==> config.mk <==
export PLATFORM = sky130hd
export DESIGN_NAME = ti2d_div_cell
export DESIGN_NICKNAME = d
export VERILOG_FILES = /design/src/hdl/ti2d_pkg.sv /design/src/hdl/ti2d_div_cell.sv
export SDC_FILE = /design/constraint.sdc
export NUM_CORES = 1
export LEC_CHECK = 0
export CORE_AREA = 2 2 227 229
export CTS_CLUSTER_DIAMETER = 120
export CTS_CLUSTER_SIZE = 14
export DETAILED_ROUTE_END_ITERATION = 10
export DIE_AREA = 0 0 229 231
export DONT_BUFFER_PORTS = 1
export PLACE_DENSITY = 0.48
export SETUP_SLACK_MARGIN = 0.1
export SYNTH_ARGS = -nofsm -noshare
export SYNTH_HDL_FRONTEND = slang
export SYNTH_SLANG_ARGS = --single-unit
==> constraint.sdc <==
create_clock -name clk -period 0.8 [get_ports clk]
set_input_delay 0.04 -clock clk [delete_from_list [all_inputs] [get_ports clk]]
set_output_delay 0.04 -clock clk [all_outputs]
set_load 0.03 [all_outputs]
==> src/hdl/ti2d_pkg.sv <==
// ----------------------------------------------------------------------------
// ti2d_pkg
// Types, constants and the arctangent table of the planar twist integrator.
// ----------------------------------------------------------------------------
`default_nettype none

package ti2d_pkg;

	localparam int WORD_W            = 24;
	localparam int ANG_BITS          = 30;
	localparam int FRAC_BITS_DEF     = 16;
	localparam int CORDIC_STAGES_DEF = 18;

	localparam logic [33:0] PI_Q30      = 34'd3373259426;
	localparam logic [33:0] HALF_PI_Q30 = 34'd1686629713;
	localparam logic [33:0] TWO_PI_Q30  = 34'd6746518852;
	localparam logic [31:0] GAIN_Q30    = 32'h26DD3B6A;

	typedef struct packed {
		logic signed [WORD_W-1:0] angular_rate;
		logic signed [WORD_W-1:0] rate_x;
		logic signed [WORD_W-1:0] rate_y;
	} twist_t;

	typedef struct packed {
		logic signed [WORD_W-1:0] pose_x;
		logic signed [WORD_W-1:0] pose_y;
		logic signed [WORD_W-1:0] pose_angle;
		logic                     saturated;
	} pose_t;

	// Twist traveling with its angle; flip is the sign of the angle during
	// reduction and the half-turn fold mark afterwards.
	typedef struct packed {
		twist_t twist;
		logic   flip;
	} meta_t;

	typedef struct packed {
		logic neg_x;
		logic neg_y;
		logic over_x;
		logic over_y;
	} div_flag_t;

	function automatic logic [31:0] atan_q30(input int i);
		logic [31:0] v;
		unique case (i)
			0:  v = 32'h3243F6A8;
			1:  v = 32'h1DAC6705;
			2:  v = 32'h0FADBAFC;
			3:  v = 32'h07F56EA6;
			4:  v = 32'h03FEAB76;
			5:  v = 32'h01FFD55B;
			6:  v = 32'h00FFFAAA;
			7:  v = 32'h007FFF55;
			8:  v = 32'h003FFFEA;
			9:  v = 32'h001FFFFD;
			10: v = 32'h000FFFFF;
			11: v = 32'h0007FFFF;
			12: v = 32'h0003FFFF;
			13: v = 32'h0001FFFF;
			14: v = 32'h0000FFFF;
			15: v = 32'h00007FFF;
			16: v = 32'h00003FFF;
			17: v = 32'h00001FFF;
			18: v = 32'h00000FFF;
			19: v = 32'h000007FF;
			20: v = 32'h000003FF;
			21: v = 32'h000001FF;
			22: v = 32'h000000FF;
			23: v = 32'h0000007F;
			24: v = 32'h0000003F;
			25: v = 32'h0000001F;
			26: v = 32'h0000000F;
			27: v = 32'h00000008;
			28: v = 32'h00000004;
			29: v = 32'h00000002;
			default: v = '0;
		endcase
		return v;
	endfunction

endpackage

`default_nettype wire

==> src/hdl/ti2d_div_cell.sv <==
// ----------------------------------------------------------------------------
// ti2d_div_cell
// One restoring-division step for both translation lanes: quotient bit K.
// ----------------------------------------------------------------------------
`default_nettype none

module ti2d_div_cell #(
	parameter int RW = 62,
	parameter int ZW = 38,
	parameter int QB = 24,
	parameter int K  = 0
) (
	input  wire logic             clk,
	input  wire logic             arst_n,
	input  wire logic             adv,
	input  wire logic             in_valid,
	input  ti2d_pkg::meta_t       in_meta,
	input  ti2d_pkg::div_flag_t   in_flags,
	input  wire logic [ZW-1:0]    in_ud,
	input  wire logic [RW-1:0]    in_rem_x,
	input  wire logic [RW-1:0]    in_rem_y,
	input  wire logic [QB-1:0]    in_q_x,
	input  wire logic [QB-1:0]    in_q_y,
	output logic                  out_valid,
	output ti2d_pkg::meta_t       out_meta,
	output ti2d_pkg::div_flag_t   out_flags,
	output logic [ZW-1:0]         out_ud,
	output logic [RW-1:0]         out_rem_x,
	output logic [RW-1:0]         out_rem_y,
	output logic [QB-1:0]         out_q_x,
	output logic [QB-1:0]         out_q_y
);

	logic [RW-1:0] lim, rem_x_n, rem_y_n;
	logic          ge_x, ge_y;

	always_comb begin
		lim     = RW'(in_ud) << K;
		ge_x    = in_rem_x >= lim;
		ge_y    = in_rem_y >= lim;
		rem_x_n = ge_x ? in_rem_x - lim : in_rem_x;
		rem_y_n = ge_y ? in_rem_y - lim : in_rem_y;
	end

	always_ff @(posedge clk or negedge arst_n) begin
		if (!arst_n) begin
			out_valid <= 1'b0;
		end else if (adv) begin
			out_valid <= in_valid;
		end
	end

	always_ff @(posedge clk) begin
		if (adv) begin
			out_meta  <= in_meta;
			out_flags <= in_flags;
			out_ud    <= in_ud;
			out_rem_x <= rem_x_n;
			out_rem_y <= rem_y_n;
			out_q_x   <= in_q_x | (QB'(ge_x) << K);
			out_q_y   <= in_q_y | (QB'(ge_y) << K);
		end
	end

endmodule

`default_nettype wire

After elaboration in Yosys (flattened, before gate mapping) --
Index checks and enable logic that the tools add are counted.
Storage, ports and cells: register bits 288, input port bits 291, output and inout bits 288, word-level logic and storage cells 22
Cells by class: add/sub/neg operators 2, order comparisons 2, muxes and demuxes 2, bitwise operators 2
Operators by type and width (number):
- $ge A62 B38 Y1 | 2
- $mux W62 | 2
- $sub A62 B38 Y62 | 2
- $or A24 B1 Y24 | 2

Logic depth before layout (Yosys ltp) --
depth after elaboration 2, mapped depth 13, gate-level depth less buffers 12

Worst setup path before layout --
Ideal clock, no wire load.
kind in2reg, start in in_rem_y[0], end reg out_rem_y[50] (data pin), library setup time 0.267 ns, arrival time 2.494 ns, required time 0.533 ns, path slack -1.961 ns, stages on the path 12, cell sequence inv_1 ha_1 fa_1 nor2b_1 o31a_1 o221ai_1 a211oi_1 o32ai_2 o41ai_2 nor2_1 nor4b_2 xor2_1
On the way: cells in the longest elaborated chain, start to end 2, elaborated cells between the ends (all ways) 3, those cells by class add/sub (1); order compare (1); mux (1)
Ends and longest elaborated chain:
- start: declaration | RTL line ti2d_div_cell.sv:21 | input wire logic [RW-1:0] in_rem_y,
- $sub A62 B38 Y62 or $ge A62 B38 Y1 (tied branches) | RTL line ti2d_div_cell.sv:42, ti2d_div_cell.sv:40
- $mux W62 * | RTL line ti2d_div_cell.sv:42 | rem_y_n = ge_y ? in_rem_y - lim : in_rem_y;
- named net rem_y_n[50] | RTL line ti2d_div_cell.sv:34 | logic [RW-1:0] lim, rem_x_n, rem_y_n;
- end signal: assignment | RTL line ti2d_div_cell.sv:59 | out_rem_y <= rem_y_n;
- end: declaration | RTL line ti2d_div_cell.sv:29 | output logic [RW-1:0] out_rem_y,
The timed path passes the listed nets; every way through them passes the cells marked *. A chain may end at the register's enable or synchronous reset.

Worst setup path after layout --
start in in_ud[18], end reg out_rem_y[57] (data pin)
On the way: cells in the longest elaborated chain, start to end 2, elaborated cells between the ends (all ways) 3, those cells by class add/sub (1); order compare (1); mux (1)
Ends and longest elaborated chain:
- start: declaration | RTL line ti2d_div_cell.sv:19 | input wire logic [ZW-1:0] in_ud,
- $sub A62 B38 Y62 or $ge A62 B38 Y1 (tied branches) | RTL line ti2d_div_cell.sv:42, ti2d_div_cell.sv:40
- $mux W62 * | RTL line ti2d_div_cell.sv:42
- named net rem_y_n[57] | RTL line ti2d_div_cell.sv:34
Marked as above.

==> results.cfg <==
[global_route]
grt_max_degree = 289
grtUsageTotal_pct = 23.2
grt_pass1_vias = 14368
grt_pass1_wl_um = 91900
antenna_found_initial = 3
gr-total-overflow = 0

[yosys]
synth_area_per_cell_sq_um = 11.6
synth_edf_count = 287
synth_nets = 1678
ys_types = 74
yosysSeqAreaShare_pct = 57.0
ys_seq_elements = 288
synthesis.area_sq_mm = 0.0152
synth-main-ff-cell = edfxtp_1
async_flop_share_pct = 0.347
yosysWarnings = 0
syn_inst = 1309

[cts]
clkSlewWorstSetupHoldPaths_ps = 70
h-tree-depth = 1
cts_made_buffers = 24
clock_path_buffers = 3
clock-sinks = 288
cts_tree = built
cts-root-buf = clkbuf_16
clk-insertion-delay-late_ps = 560

[drt]
viasPerCell = 4.97
drt_iter0_markers = 660
routed_wl_um = 64100
firstDrtPassIters = 7
drc = 0
wl_per_cell_um = 23.5
vias = 13585
ant_nets = 0

[cells_and_area]
stdcell_count = 2731
final_common_cell = buf_4
fin_area_sq_mm = 0.0260
areaGrowthSynthToFinish_pct = 71.3
fillerInstances = 4469
mostFrequentLayoutCells = 350 x buf_4, 287 x edfxtp_1, 272 x dlygate4sd3_1, 80 x buf_6, 71 x nand2_1
drive_gt1_share_pct = 41.9
fin_nets = 2408
final_util_pct = 51.2

[floorplanning]
die-area_sq_mm = 0.0529
coreArea_sq_mm = 0.0507
die-height_um = 231
die_width_um = 229
start_util_pct = 29.9
ioPinCount = 579
row_count = 83

[worst_setup_path]
worstRegToRegCells = 1
r2r-start = out_valid$_DFFE_PN0P_
path_depth = 14
crit_type = primary input to flop
end_kind = flop
cp.required_ps = 1120
r2r_end = out_valid$_DFFE_PN0P_
cp-endpoint = out_rem_y[57]$_DFFE_PP_
path_cells = clkinvlp_4, ha_1, a21oi_1, o21ai_0, o32ai_1, buf_4, a311oi_4, a211oi_2, buf_4, buf_4, o31a_1, nor2_1, nor4_4, xor2_1
ff2ff_setup_slack_ps = 20
critPathBufInv = 4
critical_path.max_stage_delay_ps = 380
slowest_stage = o21ai_0
path_max_fanout = 3
start_kind = primary input
cp.arrival_ps = 2670
cpMostUsedCell = buf_4
cp_top_family = compound AO/OA/AOI/OAI gates
critPathLaunch = in_ud[18]

[sta]
fin_hold_ws_ps = -427
max_freq_mhz = 424
tightest_slew_ps = 995
period_share_pct = 295
slew_viol_final = 0
hold_violations = 142
layout_min_cycle_time_ps = 2360
slew_headroom_pct = 33.7
rsz0062_at_grt = yes
setup_ws_ps = -1560
setup_violations = 414
finClkSkew_ps = 0

[place]
place.gp.congestion = 0.856
portBuffers = 0
dp_slack_ps = -2300
dp_hpwl_um = 45100
placedCellCount = 2345
post_dp_cell_area_sq_mm = 0.0193

[pwr]
vdd_drop_max_v = 0.00174
p_leak_nw = 10.1
power_density_mw_per_mm2 = 1720

[min_path]
hp-class = primary input to flop
whs_path_depth = 0

[run]
max-cap-violations = 0

[run_status]
outcome = finished with violations
violations = hold timing, setup timing
layer usage:
metal / GRT usage, % / vias up / wire [um]
li1: - / 6360 / -
met1: 26.6 / 6645 / 24600
met2: 42.1 / 475 / 33000
met3: 5.52 / 103 / 4170
met4: 8.30 / 2 / 2300
met5: 0 / - / 16
synthesized netlist by cell type (all sizes together), types with 21 or more instances:
cell	number	share of area [%]
nor2	96	2.4
xor2	62	3.6
inv	59	1.5
a21o	32	1.6
nand3	23	0.76
edfxtp	287	57
clkbuf	31	0.77
o21ai	84	2.8
nand4	21	0.87
ha	76	6.3
nor3	32	1.2
nand2	111	2.8
a21oi	125	4.2
xnor2	55	3.2
flip-flops by register name, summed over array words and instances, names as in the netlist:
| name | cells |
|---|---|
| out_flags | 4 |
| out_meta | 73 |
| out_q_x | 24 |
| out_q_y | 24 |
| out_rem_x | 62 |
| out_rem_y | 62 |
| out_ud | 38 |
| out_valid | 1 |
how the worst min path moves through the flow:
| stage | start | to | slack, ps |
|---|---|---|---|
| detailed placement | arst_n | out_valid$_DFFE_PN0P_ | -260 |
| global placement | arst_n | out_valid$_DFFE_PN0P_ | -260 |
| finish | in_ud[0] | out_ud[0]$_DFFE_PP_ | -430 |
| global route | in_ud[0] | out_ud[0]$_DFFE_PP_ | -460 |
| CTS | in_ud[1] | out_ud[1]$_DFFE_PP_ | -460 |
| floorplan | arst_n | out_valid$_DFFE_PN0P_ | -260 |
final cells by class:
cell class              instances  area [sq um]  area share, %
diodes                          1          2.50        0.00964
clock buffers                  35           642           2.47
clock inverters                 2          25.0         0.0964
inverters                      59           317           1.22
multi-input cells             920          8280           31.9
flip-flops and latches        288          8640           33.3
well taps                     680           851           3.28
repair buffers                746          7190           27.7
stage by stage:
stage	setup TNS [ps]	total power, W
6_report	-269290	0.0446
5_1_grt	-288640	0.0464
4_1_cts	-271770	0.0443
3_5_place_dp	-260740	0.0307
3_3_place_gp	-259870	0.0307
2_1_floorplan	-196010	0.0264
what timing repair did:
| item | in CTS | in global routing |
|---|---|---|
| endpoints found under the setup margin | 415 | 415 |
| hold endpoints to repair | 576 | 320 |
| hold buffers | 262 | 10 |
| resized for setup | 404 | 185 |
| pin swaps | 108 | 90 |
| setup buffers | 38 | 34 |
| gates cloned | 19 | 0 |
kinds of logic (layout without fill, tap and decap cells):
kind of cell,Yosys count,in the layout,share of synthesized area (%)
other,0,1,0
flip-flops,288,288,57.0
AO/OA/AOI/OAI,345,345,14.2
adder cells (fa/ha/maj),78,78,6.54
multiplexers,7,7,0.512
AND/OR/NAND/NOR,373,373,12.3
buffers and inverters,101,842,2.63
XOR/XNOR,117,117,6.76
power breakdown:
part | total, W | switching, W | internal, W
Clock | 0.0111 | 0.00556 | 0.00554
Combinational | 0.0114 | 0.00547 | 0.00598
Sequential | 0.0221 | 0.00344 | 0.0186
No activity file was read; power rests on OpenSTA's default activity.
