--- src/hdl/ti2d_pkg.sv ---
// ----------------------------------------------------------------------------
// ti2d_pkg
// Types, constants and the arctangent table of the planar twist integrator.
// ----------------------------------------------------------------------------
`default_nettype none

package ti2d_pkg;

	localparam int WORD_W            = 24;
	localparam int ANG_BITS          = 30;
	localparam int FRAC_BITS_DEF     = 16;
	localparam int CORDIC_STAGES_DEF = 18;

	localparam logic [33:0] PI_Q30      = 34'd3373259426;
	localparam logic [33:0] HALF_PI_Q30 = 34'd1686629713;
	localparam logic [33:0] TWO_PI_Q30  = 34'd6746518852;
	localparam logic [31:0] GAIN_Q30    = 32'h26DD3B6A;

	typedef struct packed {
		logic signed [WORD_W-1:0] angular_rate;
		logic signed [WORD_W-1:0] rate_x;
		logic signed [WORD_W-1:0] rate_y;
	} twist_t;

	typedef struct packed {
		logic signed [WORD_W-1:0] pose_x;
		logic signed [WORD_W-1:0] pose_y;
		logic signed [WORD_W-1:0] pose_angle;
		logic                     saturated;
	} pose_t;

	// Twist traveling with its angle; flip is the sign of the angle during
	// reduction and the half-turn fold mark afterwards.
	typedef struct packed {
		twist_t twist;
		logic   flip;
	} meta_t;

	typedef struct packed {
		logic neg_x;
		logic neg_y;
		logic over_x;
		logic over_y;
	} div_flag_t;

	function automatic logic [31:0] atan_q30(input int i);
		logic [31:0] v;
		unique case (i)
			0:  v = 32'h3243F6A8;
			1:  v = 32'h1DAC6705;
			2:  v = 32'h0FADBAFC;
			3:  v = 32'h07F56EA6;
			4:  v = 32'h03FEAB76;
			5:  v = 32'h01FFD55B;
			6:  v = 32'h00FFFAAA;
			7:  v = 32'h007FFF55;
			8:  v = 32'h003FFFEA;
			9:  v = 32'h001FFFFD;
			10: v = 32'h000FFFFF;
			11: v = 32'h0007FFFF;
			12: v = 32'h0003FFFF;
			13: v = 32'h0001FFFF;
			14: v = 32'h0000FFFF;
			15: v = 32'h00007FFF;
			16: v = 32'h00003FFF;
			17: v = 32'h00001FFF;
			18: v = 32'h00000FFF;
			19: v = 32'h000007FF;
			20: v = 32'h000003FF;
			21: v = 32'h000001FF;
			22: v = 32'h000000FF;
			23: v = 32'h0000007F;
			24: v = 32'h0000003F;
			25: v = 32'h0000001F;
			26: v = 32'h0000000F;
			27: v = 32'h00000008;
			28: v = 32'h00000004;
			29: v = 32'h00000002;
			default: v = '0;
		endcase
		return v;
	endfunction

endpackage

`default_nettype wire

--- src/hdl/ti2d_cordic_cell.sv ---
// ----------------------------------------------------------------------------
// ti2d_cordic_cell
// One rotation-mode CORDIC iteration with a fixed shift.
// ----------------------------------------------------------------------------
`default_nettype none

module ti2d_cordic_cell #(
	parameter int CW = 34,
	parameter int AW = 35,
	parameter int I  = 0
) (
	input  wire logic                 clk,
	input  wire logic                 arst_n,
	input  wire logic                 adv,
	input  wire logic                 in_valid,
	input  ti2d_pkg::meta_t           in_meta,
	input  wire logic signed [CW-1:0] in_x,
	input  wire logic signed [CW-1:0] in_y,
	input  wire logic signed [AW-1:0] in_z,
	output logic                      out_valid,
	output ti2d_pkg::meta_t           out_meta,
	output logic signed [CW-1:0]      out_x,
	output logic signed [CW-1:0]      out_y,
	output logic signed [AW-1:0]      out_z
);

	localparam logic signed [AW-1:0] ATAN = $signed(AW'(ti2d_pkg::atan_q30(I)));

	logic signed [CW-1:0] xs, ys, x_n, y_n;
	logic signed [AW-1:0] z_n;

	always_comb begin
		xs = in_x >>> I;
		ys = in_y >>> I;
		if (!in_z[AW-1]) begin
			x_n = in_x - ys;
			y_n = in_y + xs;
			z_n = in_z - ATAN;
		end else begin
			x_n = in_x + ys;
			y_n = in_y - xs;
			z_n = in_z + ATAN;
		end
	end

	always_ff @(posedge clk or negedge arst_n) begin
		if (!arst_n) begin
			out_valid <= 1'b0;
		end else if (adv) begin
			out_valid <= in_valid;
		end
	end

	always_ff @(posedge clk) begin
		if (adv) begin
			out_meta <= in_meta;
			out_x    <= x_n;
			out_y    <= y_n;
			out_z    <= z_n;
		end
	end

endmodule

`default_nettype wire

--- config.mk ---
export PLATFORM = sky130hd
export DESIGN_NAME = ti2d_cordic_cell
export DESIGN_NICKNAME = d
export VERILOG_FILES = /design/src/hdl/ti2d_pkg.sv /design/src/hdl/ti2d_cordic_cell.sv
export SDC_FILE = /design/constraint.sdc
export NUM_CORES = 1
export LEC_CHECK = 0
export BUFFER_PORTS_ARGS = -buffer_cell sky130_fd_sc_hd__buf_2
export CAP_MARGIN = 20
export CORE_MARGIN = 2
export CORE_UTILIZATION = 58
export DETAILED_ROUTE_END_ITERATION = 7
export HOLD_SLACK_MARGIN = 0.06
export PLACE_DENSITY = 0.85
export SLEW_MARGIN = 20
export SYNTH_ARGS = -nofsm -noshare
export SYNTH_HDL_FRONTEND = slang
export SYNTH_SLANG_ARGS = --single-unit
--- constraint.sdc ---
create_clock -name clk -period 1.2 [get_ports clk]
set_input_delay 0.24 -clock clk [delete_from_list [all_inputs] [get_ports clk]]
set_output_delay 0.24 -clock clk [all_outputs]
set_load 0.005 [all_outputs]
==> impl_metrics.json, run 1 <==
{
  "status": "stopped before the end",
  "failed_stage": "clock tree synthesis",
  "firstError": "[ERROR DPL-0038] Utilization greater than 100%, impossible to legalize",
  "gp_congestion": 1.061,
  "dp.cells": 2329,
  "cts_sinks": 176,
  "cts_hold_buf": 78,
  "yosys.area.top_type": "edfxtp_1",
  "yosys_most_used_dff": "edfxtp_1",
  "hpwl_um": 45200,
  "netlist_area_um2": 12810,
  "synth_edf_count": 175,
  "ys_async_sr_fraction_pct": 0.5682,
  "chipWidth_um": 152.6,
  "ys_top_cells_by_area": "edfxtp_1 41%, ha_1 13%, xnor2_1 5.2%",
  "cts_buffers": 17,
  "cts.repair.resized": 340,
  "syn_avg_cell_area_um2": 9.963,
  "std_cell_rows": 54,
  "preCtsSetupSlack_ns": -2.036,
  "start_util_pct": 58.89,
  "htreeDepth": 4,
  "cts_setup_buffers": 90,
  "netlist_instances": 1286,
  "portBuffers": 356,
  "synthesis.yosys.warnings": 0,
  "cts_buffer_depth": 2,
  "io_pins": 357,
  "ys_types": 84,
  "ys_seq_elements": 176,
  "syn_nets": 1600,
  "clock-root-buffer": "clkbuf_16",
  "yosysSeqAreaShare_pct": 41.21,
  "die_y_um": 152.6,
  "yosysTopAreaCellShare_pct": 41.02
}
==> per-stage QoR <==
| step | setup TNS (ns) | hold slack, ns | instance area, µm² |
|---|---|---|---|
| floorplan | -84.18 | -0.05559 | 13660 |
| global placement | -128.94 | 0.01971 | 19050 |
| detailed placement | -137.51 | 0.02848 | 19050 |
==> logic make-up after synthesis <==
group                    count (synthesis)  share of synthesized area, %
AND/OR/NAND/NOR                        293                         11.27
AO/OA/AOI/OAI                          411                         21.42
multiplexers                            20                         1.572
adder cells (fa/ha/maj)                134                         13.32
flip-flops                             176                         41.21
XOR/XNOR                                92                         6.289
buffers and inverters                  160                         4.922
==> synth_stat cells, types with 4 or more instances <==
| library cell | instances |
|---|---|
| a2111oi_0 | 5 |
| a211o_1 | 8 |
| a211oi_1 | 18 |
| a21o_1 | 44 |
| a21oi_1 | 128 |
| a221oi_1 | 8 |
| a31oi_1 | 14 |
| a41oi_1 | 4 |
| and2_1 | 9 |
| and3_1 | 5 |
| and4_1 | 5 |
| buf_1 | 6 |
| buf_2 | 9 |
| clkbuf_1 | 32 |
| edfxtp_1 | 175 |
| fa_1 | 4 |
| ha_1 | 130 |
| inv_1 | 107 |
| mux2i_1 | 19 |
| nand2_1 | 71 |
| nand2b_1 | 16 |
| nand3_1 | 25 |
| nand4_1 | 12 |
| nor2_1 | 79 |
| nor2b_1 | 14 |
| nor3_1 | 26 |
| nor4_1 | 5 |
| o2111ai_1 | 6 |
| o211ai_1 | 10 |
| o21a_1 | 9 |
| o21ai_0 | 79 |
| o21bai_1 | 11 |
| o221ai_1 | 6 |
| o22ai_1 | 4 |
| o31ai_1 | 12 |
| or2_2 | 7 |
| or3_1 | 8 |
| xnor2_1 | 76 |
| xor2_1 | 16 |
==> run 2: changes to the inputs <==
--- a/config.mk
+++ b/config.mk
@@ -8,10 +8,9 @@
 export BUFFER_PORTS_ARGS = -buffer_cell sky130_fd_sc_hd__buf_2
 export CAP_MARGIN = 20
 export CORE_MARGIN = 2
-export CORE_UTILIZATION = 58
+export CORE_UTILIZATION = 40
 export DETAILED_ROUTE_END_ITERATION = 7
-export HOLD_SLACK_MARGIN = 0.06
-export PLACE_DENSITY = 0.85
+export PLACE_DENSITY_LB_ADDON = 0.15
 export SLEW_MARGIN = 20
 export SYNTH_ARGS = -nofsm -noshare
 export SYNTH_HDL_FRONTEND = slang
==> run 2 against run 1 <==
Net effect: the flow now finishes, with violations (negative setup slack); synthesized area did not move; synthesized cell count did not move.
==> impl_metrics.json, run 2 <==
{
  "path_cells": "buf_12 -> ha_4 -> fa_2 -> nor2b_4 -> o311a_1 -> o41a_1 -> a211o_1 -> a221oi_4 -> buf_4 -> a21o_1 -> o21ai_1 -> xnor2_1",
  "syn_nets": 1600,
  "slowest_stage": "o41a_1",
  "fill_cells": 2288,
  "core_area_um2": 31560,
  "viasPerCell": 5.348,
  "grt_antenna_before_repair": 3,
  "ys_types": 84,
  "clock_latency_ns": 0.44,
  "drv_cap": 0,
  "p_int_uw": 15730,
  "std_cell_rows": 65,
  "hold_viol_final": 0,
  "cp_slowest_stage_delay_ns": 0.39,
  "setup_slack_ns": -1.454,
  "ys_seq_elements": 176,
  "finalClockSkew_ns": 0,
  "area_delta_synth_final_pct": 79.13,
  "min_period_ns": 2.654,
  "chipWidth_um": 183.0,
  "first_pass_iters": 6,
  "slew_headroom_pct": 56.88,
  "grt_max_degree": 46,
  "portBuffers": 356,
  "power_uw": 23760,
  "powerDensity_nw_per_um2": 1035,
  "yosys.area.top_type": "edfxtp_1",
  "hpwl_um": 39670,
  "yosysTopAreaCellShare_pct": 41.02,
  "required_ns": 1.40,
  "first_iter_violations": 938,
  "htreeDepth": 4,
  "drc": 0,
  "regArea_um2": 5280,
  "netlist_area_um2": 12810,
  "largest_reg_flops": 73,
  "wl_met1_um": 21830,
  "gp_congestion": 0.9823,
  "met2_length_um": 25500,
  "die_y_um": 183.0,
  "cts_sinks": 176,
  "crit_type": "input port to flop",
  "reg.largest.list": "out_meta x73, out_z x35, out_x x34",
  "synth_edf_count": 175,
  "grt_pass1_vias": 14097,
  "seqPwrFrac_pct": 34.0,
  "finalCritPeriodShare_pct": 221.1,
  "r2r_slack_ns": 0.41,
  "cts_buffer_depth": 2,
  "power_frac_comb_pct": 42.6,
  "yosysSeqAreaShare_pct": 41.21,
  "worstMarginPinSlew_ns": 0.6469,
  "slew_viol_final": 0,
  "start_kind": "input port",
  "pwr-share-clk_pct": 23.3,
  "swShare_pct": 33.80,
  "yosysMostFrequentCell": "edfxtp_1",
  "final_cell_mix": "475 x buf_4, 333 x buf_2, 175 x edfxtp_1",
  "crit_fanout": 3,
  "p_leak_uw": 0.01040,
  "grt_overflow": 0,
  "ant_nets": 0,
  "cts_tree": "yes",
  "failed_checks": "negative setup slack",
  "endpoint_kind": "flop",
  "fmax_mhz": 376.8,
  "io_pins": 357,
  "syn_avg_cell_area_um2": 9.963,
  "wl_per_cell_um": 20.01,
  "setup_viol": 152,
  "clkTransAtPathRegs_ns": 0.07,
  "clock-root-buffer": "clkbuf_16",
  "preCtsSetupSlack_ns": -2.164,
  "synth_common_cells": "175 x edfxtp_1, 130 x ha_1, 128 x a21oi_1, 107 x inv_1",
  "ir_drop_mv": 0.8259,
  "ys_top_cells_by_area": "edfxtp_1 41%, ha_1 13%, xnor2_1 5.2%",
  "vias": 14167,
  "cts_buffers": 17,
  "hp-class": "input port to flop",
  "fin_cells": 2649,
  "yosys_most_used_dff": "edfxtp_1",
  "whs_ns": 0.04864,
  "synthesis.yosys.warnings": 0,
  "dp.cells": 2466,
  "arrival_ns": 2.85,
  "critical_path.top_delay_family": "compound AO/OA/AOI/OAI gates",
  "ys_async_sr_fraction_pct": 0.5682,
  "mostFrequentLayoutCell": "buf_4",
  "drive_above_1_share_pct": 54.37,
  "netlist_instances": 1286,
  "grt_usage_pct": 30.26,
  "multiInputGateArea_um2": 8870,
  "path_buf_inv": 2,
  "power.switching_uw": 8033,
  "die_area_um2": 33480,
  "rsz0062_at_grt": "yes",
  "nNetsFinal": 2545,
  "routed_wl_um": 53020,
  "grt_pass1_wl_um": 78200,
  "highest_layer": "met4",
  "start_util_pct": 40.60,
  "top_register": "out_meta",
  "status": "complete, but fails checks",
  "route.met3.wl_um": 3282
}
## run 2: cell counts after synthesis
Identical to the previous run, type by type.
## run 2: cell families after synthesis
group | after synthesis | synth area share (%)
AOI/OAI and AO/OA | 411 | 21.42
and+or+nand+nor | 293 | 11.27
DFF | 176 | 41.21
buffers and inverters | 160 | 4.922
adders and majority gates | 134 | 13.32
xor gates and xnor gates | 92 | 6.289
muxes | 20 | 1.572
## run 2: stage by stage
step / instance area, µm² / setup TNS, ns / utilization (%)
CTS: 22130 / -79.60 / 70.14
global placement: 19290 / -131.33 / 61.12
floorplan: 13660 / -84.18 / -
global route: 22950 / -93.56 / 72.73
finish: 22950 / -85.05 / 72.73
detailed placement: 19290 / -132.77 / 61.12
## run 2: power by group through the flow
stage / Clock [µW] / Sequential [µW] / Combinational (µW)
6_report: 5540 / 8090 / 10100
5_1_grt: 5810 / 8150 / 10800
4_1_cts: 5600 / 8070 / 9350
3_5_place_dp: 0 / 8200 / 8150
3_3_place_gp: 0 / 8190 / 8070
2_1_floorplan: 0 / 8250 / 3680
## run 2: path summary, 6_finish.rpt
kind	startpoint	end	cells past startpoint
max in group asynchronous	arst_n	out_valid	2
worst min register to register	out_valid	out_valid	1
worst max register to register	out_valid	out_valid	1
worst max-delay path	in_y[0]	out_x[32]	12
min in group asynchronous	arst_n	out_valid	2
worst min-delay path	in_valid	out_valid	2
## run 2: metal layers
layer  GRT usage, %  vias up
met3          3.813      124
met1          38.50     6776
met5              0        -
met4          13.82        0
met2          51.47      625
li1               -     6642
## run 2: repair_timing
action                                  4_1_cts  5_1_grt
endpoints found under the hold margin        77        0
endpoints found under the setup margin      181      253
buffers inserted                             52       37
cloned                                        1        0
hold buffers                                 77        0
pin swaps                                    97      104
resized for setup                           219      143
## run 2: final cells by class
cell class,count,share of cell area [%]
Clock inverter,15,0.7305
Inverter,109,2.312
Sequential cell,176,23.01
Clock buffer,17,1.854
Multi-Input combinational cell,950,38.65
Antenna cell,3,0.03271
Tap cell,402,2.192
Timing Repair Buffer,977,31.23
Power figures use the tool's default switching activity.
==> run 3: changes to the inputs <==
--- a/config.mk
+++ b/config.mk
@@ -8,9 +8,10 @@
 export BUFFER_PORTS_ARGS = -buffer_cell sky130_fd_sc_hd__buf_2
 export CAP_MARGIN = 20
 export CORE_MARGIN = 2
-export CORE_UTILIZATION = 40
+export CORE_UTILIZATION = 58
 export DETAILED_ROUTE_END_ITERATION = 7
 export PLACE_DENSITY_LB_ADDON = 0.15
+export SKIP_CTS_REPAIR_TIMING = 1
 export SLEW_MARGIN = 20
 export SYNTH_ARGS = -nofsm -noshare
 export SYNTH_HDL_FRONTEND = slang
==> run 3 against run 2 <==
Net effect: the run now fails in global routing; synthesized cell count did not move; synthesized area did not move.
==> impl_metrics.json, run 3 <==
{
  "die_y_um": 152.6,
  "portBuffers": 356,
  "synth_common_cells": "175 x edfxtp_1, 130 x ha_1, 128 x a21oi_1, 107 x inv_1",
  "yosysTopAreaCellShare_pct": 41.02,
  "ys_seq_elements": 176,
  "grt_max_degree": 53,
  "firstError": "[ERROR DPL-0038] Utilization greater than 100%, impossible to legalize",
  "netlist_instances": 1286,
  "htreeDepth": 4,
  "failed_stage": "global routing",
  "cts_buffer_depth": 2,
  "cts_sinks": 176,
  "io_pins": 357,
  "start_util_pct": 58.89,
  "ys_top_cells_by_area": "edfxtp_1 41%, ha_1 13%, xnor2_1 5.2%",
  "cts_buffers": 17,
  "dp.cells": 2323,
  "yosysMostFrequentCell": "edfxtp_1",
  "worstEndpointType": "sequential cell input",
  "syn_nets": 1600,
  "yosys.area.top_type": "edfxtp_1",
  "ys_async_sr_fraction_pct": 0.5682,
  "chipWidth_um": 152.6,
  "std_cell_rows": 54,
  "status": "stopped before the end",
  "synthesis.yosys.warnings": 0,
  "gp_congestion": 1.015,
  "clock-root-buffer": "clkbuf_16",
  "worst_endpoint": "out_y[28]$_DFFE_PP_/D",
  "ys_types": 84,
  "syn_avg_cell_area_um2": 9.963,
  "netlist_area_um2": 12810,
  "yosys_most_used_dff": "edfxtp_1",
  "synth_edf_count": 175,
  "yosysSeqAreaShare_pct": 41.21,
  "placed_area_um2": 18990,
  "hpwl_um": 44080
}
run 3: cell counts after synthesis:
Identical to the previous run, type by type.
run 3: kinds of logic after synthesis:
| group | count (synthesis) | share of synthesized area (%) |
|---|---|---|
| buf+inv | 160 | 4.922 |
| fa+ha+maj | 134 | 13.32 |
| compound gates | 411 | 21.42 |
| xor+xnor | 92 | 6.289 |
| mux | 20 | 1.572 |
| simple gates | 293 | 11.27 |
| flops | 176 | 41.21 |
run 3: per-stage QoR:
step	hold WS, ns	setup WS [ns]
2_1_floorplan	-0.05559	-1.477
3_3_place_gp	0.02334	-2.081
3_5_place_dp	0.02203	-2.159
4_1_cts	-0.4537	-1.700
